**src/hw/rtl/smtp_ram.sv**
```systemverilog
// ----------------------------------------------------------------------------
// Sliding median time past: generic RAM
// One write port and one read port with registered read data.
// ----------------------------------------------------------------------------
module smtp_ram #(
   parameter int WIDTH = 32,
   parameter int DEPTH = 16
) (
   input  logic                                    clock,
   input  logic                                    wr_en,
   input  logic [(DEPTH > 1 ? $clog2(DEPTH) : 1)-1:0] wr_addr,
   input  logic [WIDTH-1:0]                        wr_data,
   input  logic [(DEPTH > 1 ? $clog2(DEPTH) : 1)-1:0] rd_addr,
   output logic [WIDTH-1:0]                        rd_data
);

   logic [WIDTH-1:0] mem_ff [DEPTH];
   logic [WIDTH-1:0] rd_data_ff;

   always_ff @(posedge clock) begin
      if (wr_en) begin
         mem_ff[wr_addr] <= wr_data;
      end
      rd_data_ff <= mem_ff[rd_addr];
   end

   assign rd_data = rd_data_ff;

endmodule

```
**config.mk**
```make
export PLATFORM = sky130hd
export DESIGN_NAME = smtp_ram
export DESIGN_NICKNAME = d
export VERILOG_FILES = /design/src/hw/rtl/smtp_ram.sv
export SDC_FILE = /design/constraint.sdc
export NUM_CORES = 1
export LEC_CHECK = 0
export BUFFER_PORTS_ARGS = -buffer_cell sky130_fd_sc_hd__buf_2
export CORE_MARGIN = 8
export CORE_UTILIZATION = 45
export DETAILED_ROUTE_END_ITERATION = 10
export PLACE_DENSITY = 0.67
export SKIP_CTS_REPAIR_TIMING = 1
export SLEW_MARGIN = 20
export SYNTH_ARGS = -nofsm -noshare
export SYNTH_HDL_FRONTEND = slang
export SYNTH_SLANG_ARGS = --single-unit
```
**constraint.sdc**
```tcl
create_clock -name clock -period 5.74 [get_ports clock]
set_input_delay 0.574 -clock clock [delete_from_list [all_inputs] [get_ports clock]]
set_output_delay 0.574 -clock clock [all_outputs]
set_load 0.05 [all_outputs]
```
==> run_results.csv <==
group,metric,value,unit
synthesis,post_synth_num_cell_types,18,
worst_setup_path,crit_arrival,2.76,ns
final_layout,num_antenna_cells,0,
die,start_util,45.19,%
drt,drc,0,
placed_design,io_buffers,73,
grt,antenna_found_initial,3,
clock_tree,clock-root-buffer,"clkbuf_16",
sta,fin_setup_tns,0,ns
synthesis,ys_ff_latch,544,
clock_tree,clock_latency,0.57,ns
grt,first_global_vias,9296,
sta,finalHoldViolations,0,
final_layout,final.fill_count,3419,
final_layout,layout-drive-gt1-share,32.09,%
drt,drt_first_pass_iters,5,
synthesis,syn_nets,880,
sta,finalMaxSlewViolations,0,
power_and_ir_drop,p_int,6.482,mW
sta,slew_headroom,25.06,%
sta,worst_pin_slew,1.124,ns
synthesis,syn_area,0.01985,mm^2
sta,finalSetupViolations,0,
die,num_io_pins,74,
power_and_ir_drop,pwr-share-clk,39.9,%
drt,ant_nets,0,
grt,grt-ovfl-total,0,
worst_setup_path,critPathMaxFanout,57,
placed_design,place.detailed.hpwl,19.40,mm
die,rows,77,
die,coreArea,0.04393,mm^2
sta,fin_crit_sh,40.32,%
die,die_w,226.0,um
die,fp.dieH,226.0,um
job,cap_violations,0,
final_layout,nNetsFinal,987,
drt,routed_via_density,5.639,
synthesis,synthCells,838,
synthesis,syn_area_per_cell,23.69,um^2
sta,max_freq,432.0,MHz
power_and_ir_drop,powerDensity,361.2,mW/mm^2
synthesis,ys_seq_area_share,80.67,%
sta,rsz0062_at_grt,"false",
clock_tree,cts_tree,"done",
drt,detail_route.wl_per_cell,25.85,um
die,die_area,0.05110,mm^2
power_and_ir_drop,power.share.sequential,54.4,%
worst_setup_path,end_kind,"register",
grt,grt_first_pass_wirelength,60.40,mm
drt,drt_wl_total,40.85,mm
grt,grt_start_max_net_pins,84,
sta,holdWs,0.3697,ns
sta,period_needed,2.315,ns
run_status,status,"finished clean",
sta,fin_skew,0.01902,ns
clock_tree,clkTransAtPathRegs,0.06,ns
clock_tree,clock_path_buffers,3,
worst_setup_path,startpoint_type,"primary input",
final_layout,seq_area,0.01602,mm^2
worst_setup_path,critPathKind,"primary input to register",
clock_tree,cts_sinks,544,
worst_hold_path,hp-class,"primary input to register",
final_layout,area.growth.synth_to_final,14.43,%
power_and_ir_drop,ir_worst_vdd,0.0001980,V
synthesis,yosysWarnings,0,
power_and_ir_drop,switching_share,21.01,%
placed_design,gp_congestion,0.6997,
power_and_ir_drop,leakage,7.265,nW
final_layout,multiInputGateArea,0.003750,mm^2
power_and_ir_drop,combPwrFrac,5.7,%
grt,grt_use_total,16.07,%
clock_tree,htreeDepth,2,
drt,first_iter_violations,929,
power_and_ir_drop,power_switching,1.724,mW
power_and_ir_drop,total_power,8.206,mW
worst_setup_path,worstPathRequired,6.18,ns
clock_tree,cts_made_buffers,52,
drt,num_vias,8909,
cells by family after synthesis:
group | share of synthesized area [%]
AOI/OAI and AO/OA | 2.420
muxes | 14.52
and+or+nand+nor | 1.273
buffers and inverters | 1.122
DFF | 80.67
through the flow:
| step | worst slack, ns | cell area, um^2 | cells | utilization [%] |
|---|---|---|---|---|
| global route | 3.208 | 22720 | 1580 | 51.71 |
| CTS | 3.240 | 22690 | 1579 | 51.65 |
| finish | 3.425 | 22720 | 1580 | 51.71 |
| floorplan | 1.986 | 19850 | 838 | - |
| detailed placement | 2.646 | 21060 | 1482 | 47.94 |
| global placement | 2.668 | 21060 | 1482 | 47.94 |
power groups by stage:
stage	logic [mW]	registers, mW	clock network (mW)
finish	0.464	4.47	3.27
global placement	0.461	4.55	0
detailed placement	0.469	4.55	0
CTS	0.470	4.47	3.34
floorplan	0.213	4.64	0
global route	0.497	4.47	3.50
critical path, stage by stage:
cell,delay [ns]
clkbuf_8,0.32
buf_16,0.39
buf_4,0.55
mux4_2,0.58
a22oi_1,0.19
nand2_1,0.08
placed cells by master (no fill, tap or decap), types with 13 or more instances in the layout:
cell,instances
dfxtp_1,32
edfxtp_1,512
mux4_2,128
clkbuf_16,53
nor2_4,13
buf_2,71
buf_4,22
nand2_1,33
a22oi_1,64
clkbuf_1,13
path summary, 6_finish.rpt:
path / slack, ns / cells after the start / from / endpoint
hold reg to reg: 0.66 / 3 / mem_ff[12][5] / rd_data[5]
hold / removal: 0.37 / 1 / wr_data[18] / mem_ff[6][18]
setup / recovery: 3.43 / 6 / rd_addr[0] / rd_data[21]
setup reg to reg: 4.42 / 3 / mem_ff[0][31] / rd_data[31]
cells in the mapped netlist:
| library cell | number | share of area, % |
|---|---|---|
| edfxtp_1 | 512 | 77 |
| mux4_2 | 128 | 15 |
| a22oi_1 | 64 | 2.4 |
| nand2_1 | 33 | 0.62 |
| dfxtp_1 | 32 | 3.2 |
| clkbuf_1 | 17 | 0.32 |
| nor2_1 | 13 | 0.25 |
| buf_4 | 11 | 0.42 |
| buf_1 | 9 | 0.17 |
| buf_2 | 4 | 0.10 |
| nor3_1 | 4 | 0.10 |
| buf_6 | 2 | 0.11 |
| nand2b_1 | 2 | 0.063 |
| nand3b_1 | 2 | 0.076 |
| nor2b_1 | 2 | 0.063 |
| and2_1 | 1 | 0.032 |
| nand3_1 | 1 | 0.025 |
| or3b_2 | 1 | 0.044 |
area by class of cell:
cell class              count  share of cell area, %
flip-flops and latches    544                  70.49
clock buffers              67                  6.113
multi-input cells         251                  16.51
repair buffers             96                  2.561
well taps                 592                  3.260
clock inverters            30                  1.068
registers in the layout, summed over array words and instances (netlist names):
signal,flops
rd_data,32
mem_ff,512
routing by layer:
layer / share of wire [%] / vias to the layer above / global-route usage (%)
met4: 2.2 / 6 / 4.062
met2: 47 / 319 / 24.23
met5: 0.11 / - / 0
li1: - / 3791 / -
met3: 7.1 / 78 / 3.350
met1: 44 / 4715 / 23.85
(Power assumes the default switching activity.)
